`config.mk`:
```
export PLATFORM = sky130hd
export DESIGN_NAME = lcns_ctrl
export DESIGN_NICKNAME = d
export VERILOG_FILES = /design/src/hdl/lcns_pkg.sv /design/src/hdl/lcns_ctrl.sv
export SDC_FILE = /design/constraint.sdc
export NUM_CORES = 1
export LEC_CHECK = 0
export BUFFER_PORTS_ARGS = -buffer_cell sky130_fd_sc_hd__buf_2
export CORE_UTILIZATION = 38
export CTS_BUF_LIST = sky130_fd_sc_hd__clkbuf_2
export CTS_CLUSTER_DIAMETER = 80
export DETAILED_ROUTE_END_ITERATION = 6
export PLACE_DENSITY = 0.71
export SLEW_MARGIN = 30
export SYNTH_ARGS = -nofsm -noshare
export SYNTH_HDL_FRONTEND = slang
export SYNTH_SLANG_ARGS = --single-unit
```
`constraint.sdc`:
```
create_clock -name clk -period 2.8 [get_ports clk]
set_input_delay 0.42 -clock clk [delete_from_list [all_inputs] [get_ports clk]]
set_output_delay 0.42 -clock clk [all_outputs]
set_load 0.03 [all_outputs]
```
`src/hdl/lcns_pkg.sv`:
```
package lcns_pkg;

  localparam int ITEM_W  = 10;
  localparam int POS_W   = 20;
  localparam int CS_W    = 16;
  localparam int CNT_W   = 7;
  localparam int R2_W    = 32;
  localparam int CFG_W   = 32;
  localparam int IDX_W   = 3;
  localparam int COL_W   = 6;
  localparam int CELL_W  = 2 * COL_W;
  localparam int STEP_W  = 11;
  localparam int NB_W    = 7;
  localparam int DIV_CW  = 5;

  localparam logic [CNT_W-1:0]  MAX_COLS   = 7'd64;
  localparam logic [CNT_W-1:0]  MAX_ROWS   = 7'd64;
  localparam logic [NB_W-1:0]   CAP_LAST   = 7'd63;
  localparam logic [DIV_CW-1:0] DIV_LAST   = 5'd19;
  localparam logic [CELL_W-1:0] SWEEP_LAST = 12'd4095;

  localparam logic [1:0] OP_CLEAR  = 2'd0;
  localparam logic [1:0] OP_INSERT = 2'd1;
  localparam logic [1:0] OP_QUERY  = 2'd2;

  localparam logic [IDX_W-1:0] REG_ORIGIN_X  = 3'd0;
  localparam logic [IDX_W-1:0] REG_ORIGIN_Y  = 3'd1;
  localparam logic [IDX_W-1:0] REG_CELL_SIZE = 3'd2;
  localparam logic [IDX_W-1:0] REG_ACROSS    = 3'd3;
  localparam logic [IDX_W-1:0] REG_DOWN      = 3'd4;
  localparam logic [IDX_W-1:0] REG_RADIUS_SQ = 3'd5;

  localparam logic [1:0] OUT_ACK  = 2'd0;
  localparam logic [1:0] OUT_PEND = 2'd1;
  localparam logic [1:0] OUT_FIN  = 2'd2;

  typedef struct packed {
    logic       load;
    logic       sweep;
    logic       div_step;
    logic       bin;
    logic       cell_next;
    logic       head_load;
    logic       data_load;
    logic       hit_take;
    logic       head_wr;
    logic       out_load;
    logic [1:0] out_sel;
  } lcns_cmd_t;

  typedef struct packed {
    logic       sweep_done;
    logic       div_last;
    logic       cell_ok;
    logic       cell_last;
    logic       link_ok;
    logic       hit;
    logic       cap_next;
    logic       out_free;
    logic       pend_v;
    logic [1:0] op;
  } lcns_stat_t;

endpackage

```
`src/hdl/lcns_ctrl.sv`:
```
module lcns_ctrl
  import lcns_pkg::*;
(
  input  logic       clk,
  input  logic       rst_n,
  input  logic       in_valid,
  input  logic [1:0] in_operation,
  output logic       in_ready,
  input  lcns_stat_t stat,
  output lcns_cmd_t  cmd
);

  localparam logic [3:0] S_SWEEP = 4'd0;
  localparam logic [3:0] S_IDLE  = 4'd1;
  localparam logic [3:0] S_ACK   = 4'd2;
  localparam logic [3:0] S_DIV   = 4'd3;
  localparam logic [3:0] S_BIN   = 4'd4;
  localparam logic [3:0] S_IHEAD = 4'd5;
  localparam logic [3:0] S_IWR   = 4'd6;
  localparam logic [3:0] S_CELL  = 4'd7;
  localparam logic [3:0] S_HEAD  = 4'd8;
  localparam logic [3:0] S_LINK  = 4'd9;
  localparam logic [3:0] S_DATA  = 4'd10;
  localparam logic [3:0] S_CMP   = 4'd11;
  localparam logic [3:0] S_FIN   = 4'd12;

  logic [3:0] state_r, state_nxt;
  logic       clr_ack_r, clr_ack_nxt;

  assign in_ready = (state_r == S_IDLE);

  always_comb begin
    state_nxt   = state_r;
    clr_ack_nxt = clr_ack_r;
    cmd         = '0;
    case (state_r)
      S_SWEEP: begin
        cmd.sweep = 1'b1;
        if (stat.sweep_done) begin
          state_nxt = clr_ack_r ? S_ACK : S_IDLE;
        end
      end
      S_IDLE: begin
        if (in_valid) begin
          cmd.load = 1'b1;
          case (in_operation)
            OP_CLEAR: begin
              state_nxt   = S_SWEEP;
              clr_ack_nxt = 1'b1;
            end
            OP_INSERT, OP_QUERY: state_nxt = S_DIV;
            default:             state_nxt = S_ACK;
          endcase
        end
      end
      S_ACK: begin
        if (stat.out_free) begin
          cmd.out_load = 1'b1;
          cmd.out_sel  = OUT_ACK;
          clr_ack_nxt  = 1'b0;
          state_nxt    = S_IDLE;
        end
      end
      S_DIV: begin
        cmd.div_step = 1'b1;
        if (stat.div_last) begin
          state_nxt = S_BIN;
        end
      end
      S_BIN: begin
        cmd.bin   = 1'b1;
        state_nxt = (stat.op == OP_INSERT) ? S_IHEAD : S_CELL;
      end
      S_IHEAD: state_nxt = S_IWR;
      S_IWR: begin
        cmd.head_wr = 1'b1;
        state_nxt   = S_ACK;
      end
      S_CELL: begin
        if (stat.cell_ok) begin
          state_nxt = S_HEAD;
        end else if (stat.cell_last) begin
          state_nxt = S_FIN;
        end else begin
          cmd.cell_next = 1'b1;
        end
      end
      S_HEAD: begin
        cmd.head_load = 1'b1;
        state_nxt     = S_LINK;
      end
      S_LINK: begin
        if (stat.link_ok) begin
          state_nxt = S_DATA;
        end else if (stat.cell_last) begin
          state_nxt = S_FIN;
        end else begin
          cmd.cell_next = 1'b1;
          state_nxt     = S_CELL;
        end
      end
      S_DATA: begin
        cmd.data_load = 1'b1;
        state_nxt     = S_CMP;
      end
      S_CMP: begin
        if (!stat.hit) begin
          state_nxt = S_LINK;
        end else if (!stat.pend_v || stat.out_free) begin
          cmd.hit_take = 1'b1;
          cmd.out_load = stat.pend_v;
          cmd.out_sel  = OUT_PEND;
          state_nxt    = stat.cap_next ? S_FIN : S_LINK;
        end
      end
      S_FIN: begin
        if (stat.out_free) begin
          cmd.out_load = 1'b1;
          cmd.out_sel  = OUT_FIN;
          state_nxt    = S_IDLE;
        end
      end
      default: state_nxt = S_IDLE;
    endcase
  end

  always_ff @(posedge clk) begin
    if (!rst_n) begin
      state_r   <= S_SWEEP;
      clr_ack_r <= 1'b0;
    end else begin
      state_r   <= state_nxt;
      clr_ack_r <= clr_ack_nxt;
    end
  end

endmodule

```
### After elaboration in Yosys (flattened, before gate mapping)

Index checks and enable logic that the tools add are counted.
W data, S select, Z words.

| storage, ports and cells | value |
|---|---|
| register bits | 5 |
| input bits | 16 |
| output and inout port bits | 13 |
| logic and storage cells | 73 |

| cells by class | value |
|---|---|
| equality and inequality tests | 23 |
| muxes and demuxes | 39 |
| reductions and logical operators | 9 |

Operator list:

| kind | count |
|---|---|
| $pmux W4 S12 | 1 |
| $mux W4 | 10 |
| $eq A4 B4 Y1 const B | 5 |
| $mux W1 | 17 |
| $eq A4 B3 Y1 const B | 4 |
| $mux W3 | 5 |
| $pmux W3 S3 | 1 |
| $eq A4 B2 Y1 const B | 2 |
| $ne A2 B2 Y1 const B | 4 |
| $ne A3 B3 Y1 const B | 2 |
| $reduce_and A6 Y1 | 1 |
| $eq A2 B1 Y1 const B | 2 |
| $eq A4 B1 Y1 const B | 1 |
| $logic_not A4 Y1 | 1 |
| $mux W2 | 2 |
| $ne A2 B1 Y1 const B | 2 |
| $pmux W1 S2 | 2 |
| $pmux W2 S2 | 1 |
| $reduce_and A4 Y1 | 1 |
| $reduce_or A2 Y1 | 2 |
| $eq A2 B2 Y1 const B | 1 |
| $logic_not A2 Y1 | 1 |
| $reduce_bool A2 Y1 | 1 |
| $logic_not A1 Y1 | 1 |
| $logic_or A1 B1 Y1 | 1 |

### Logic depth before layout (Yosys ltp)

| depth | value |
|---|---|
| word-level depth | 5 |
| mapped depth | 7 |

### Worst setup path before layout

OpenSTA, ideal clock, no wires.

| timing path | value |
|---|---|
| kind | reg2out |
| from | register state_r[0] |
| to | output cmd[1] in the netlist's numbering |
| arrival time | 1.717 ns |
| required time | 2.380 ns |
| path slack | 0.663 ns |
| stages on the path, launching flop included | 4 |
| buffers on the path | 2 |
| cell sequence | dfxtp_1 > buf_4 > clkbuf_1 > nor4b_1 |

RTL lines:

| item | RTL line | RTL |
|---|---|---|
| start: declaration | lcns_ctrl.sv:27 | `logic [3:0] state_r, state_nxt;` |
| start signal: assignment | lcns_ctrl.sv:132 | `state_r <= state_nxt;` |
| end: declaration | lcns_ctrl.sv:10 | `output lcns_cmd_t cmd` |

==> impl_metrics.yaml <==
global_route:
  overflow: 0
  antenna_found_initial: 0
  grt_pass1_vias: 710
  grt_pass1_wl_mm: 3.04
  grt_max_degree: 22
  track_usage_pct: 20.4
placed_design:
  gp_congestion: 0.831
  dp_hpwl_mm: 1.34
  pre_cts_ws_ns: 0.667
  placed_area_sq_um: 798
  port_buffers: 28
timing:
  clock.fmax_mhz: 417
  tightestPinTransition_ns: 0.705
  rsz0062_at_grt: "no"
  setup_viol_count_final: 0
  finalSetupTns_ns: 0
  hold_viol: 0
  slew_headroom_pct: 52.9
  worst_hold_slack_ns: 0.482
  finalClockSkew_ns: 0.00608
  finalCriticalPeriod_ns: 2.40
  min_period_over_period_pct: 85.7
  setup_ws_ns: 0.401
  finalMaxSlewViolations: 0
critical_path:
  cp-end-kind: "primary output"
  cp_num_buf_inv: 1
  cp_max_fo: 21
  path_delay_family: "flip-flops"
  path_class: "flip-flop to primary output"
  critPathLaunchType: "flip-flop"
  worstPathCellList: "or2b_1, o22a_1, o22ai_1, and2_1, buf_2"
  crit_path_top_delay_cell: "dfxtp_1"
  max_stage_delay_ns: 0.77
  worstPathArrival_ns: 1.98
  required_ns: 2.38
finish:
  drive_gt1_share_pct: 33.1
  regArea_sq_um: 100
  stdcell_area_sq_um: 818
  multi_input_area_sq_um: 509
  fill_cells: 176
  syn2layout_area_growth_pct: 20.7
  diodes: 0
  nets: 136
floorplanning:
  die_area_sq_um: 1960
  die_h_microns: 44.2
  start_util_pct: 42.5
  ios: 29
  rows: 14
  core_sq_um: 1590
  die_w_microns: 44.2
clocking:
  cts_max_level: 1
  ctsResizeCount: 0
  clk-insertion-delay-late_ns: 0.22
  hold_buffers: 0
  clk_pin_slew_ns: 0.06
  max-clock-path-buffers: 2
  cts_root_buf: "clkbuf_2"
  clock-sinks: 5
  tritoncts: "built"
  post_cts_buffers: 0
  cts_buffers: 3
flow_run:
  drv_cap: 0
min_path:
  hp-class: "input pin to flip-flop"
detailed_routing:
  drcViolationCount: 0
  wl_per_cell_microns: 12.5
  wl_mm: 1.78
  antenna_left: 0
  via_per_inst: 5.82
  detail_route.first_pass.iterations: 7
  initialDrtViolationCount: 36
  num_vias: 826
pwr:
  power_uw: 814
  p_leak_uw: 0.000364
  combPwrFrac_pct: 65.4
  pwr-share-seq_pct: 26.3
  switching_share_pct: 57.2
  intPower_uw: 348
  net-switching-power_uw: 466
  power_frac_clock_pct: 8.3
  vdd_drop_max_v: 0.000504
  power_density_nw_per_um2: 995
synthesis:
  yosysWarnings: 0
  ys_types: 38
  seq_area_frac_synth_pct: 14.8
  synth_cells: 93
  synth_area_sq_um: 678
  ys_ff_latch: 5
  syn_area_per_cell_sq_um: 7.29
  syn-num-nets: 110
status:
  status: "finished clean"
registers in the layout (all words and copies together) (netlist names):
register / flops
clr_ack_r: 1
state_r: 4
placed cells by master, fill, tap and decap left out, drive strengths merged, types with 2 or more instances in the layout:
| cell type | n |
|---|---|
| nand2 | 9 |
| o32ai | 3 |
| buf | 28 |
| nor4b | 2 |
| dfxtp | 5 |
| and2 | 2 |
| nor2 | 7 |
| nor3 | 6 |
| nand2b | 2 |
| nor4 | 2 |
| o21ai | 4 |
| and2b | 2 |
| nand3 | 3 |
| or2b | 2 |
| nor2b | 4 |
| a21oi | 10 |
| inv | 5 |
| a311oi | 3 |
| clkbuf | 4 |
routing by layer:
layer  part of all wire, %  track usage, %  vias up
li1                      -               -      398
met4                   1.1            5.45        0
met1                    41            27.2      371
met5                     0               0        -
met2                    48            34.7       53
met3                   9.7            2.45        4
synthesized netlist by cell type (all sizes together):
cell type	n	area [sq um]
nor2b	4	25.0
nand2b	2	12.5
o32ai	3	26.3
nor4b	2	17.5
a22oi	1	7.51
ha	1	12.5
nor4	2	25.0
buf	5	42.5
nor4bb	1	10.0
a41o	1	10.0
o22ai	1	6.26
nand2	9	33.8
o21ai	4	20.0
nor3	6	35.0
a21oi	10	50.1
nand3	3	15.0
o2111a	1	11.3
a211oi	1	7.51
a311o	1	10.0
inv	5	18.8
o22a	1	8.76
or2	1	8.76
and2	2	12.5
a311oi	3	32.5
clkbuf	2	7.51
or2b	2	15.0
o32a	1	22.5
a21boi	1	7.51
and3	1	6.26
and2b	2	15.0
dfxtp	5	100
a31o	1	8.76
nor2	7	26.3
mux2i	1	10.0
final timing paths:
path / startpoint / end / slack (ns) / cells past startpoint
hold / removal: rst_n / state_r[1]$_SDFFE_PN0P_ / 0.48 / 2
hold reg to reg: clr_ack_r$_SDFFE_PN0P_ / clr_ack_r$_SDFFE_PN0P_ / 0.57 / 2
setup reg to reg: state_r[1]$_SDFFE_PN0P_ / state_r[1]$_SDFFE_PN0P_ / 0.70 / 5
setup / recovery: state_r[1]$_SDFFE_PN0P_ / cmd[2] / 0.40 / 5
metrics by stage:
step | util [%] | std cells
after floorplan | - | 93
after global placement | 50.1 | 138
after detailed placement | 50.1 | 138
after CTS | 51.3 | 142
after global routing | 51.3 | 142
final | 51.3 | 142
power by group through the flow:
stage | clock, uW | sequential, uW | combinational [uW]
5_1_grt | 73.5 | 227 | 589
6_report | 67.5 | 214 | 532
4_1_cts | 69.7 | 208 | 529
2_1_floorplan | 0 | 120 | 531
3_3_place_gp | 0 | 210 | 526
3_5_place_dp | 0 | 208 | 526
kinds of logic (layout without fill, tap and decap cells):
kind of cell / Yosys count / after routing / synth area share (%)
compound gates: 30 / 30 / 33.8
fa+ha+maj: 1 / 1 / 1.84
flops: 5 / 5 / 14.8
mux: 1 / 1 / 1.48
buf+inv: 12 / 37 / 10.1
simple gates: 44 / 44 / 38.0
final cells by class:
type	instances	area share, %
clock buffers	4	2.45
flip-flops and latches	5	12.2
repair buffers	28	17.1
inverters	5	2.29
well taps	24	3.67
multi-input cells	76	62.2
(Power assumes the default switching activity.)
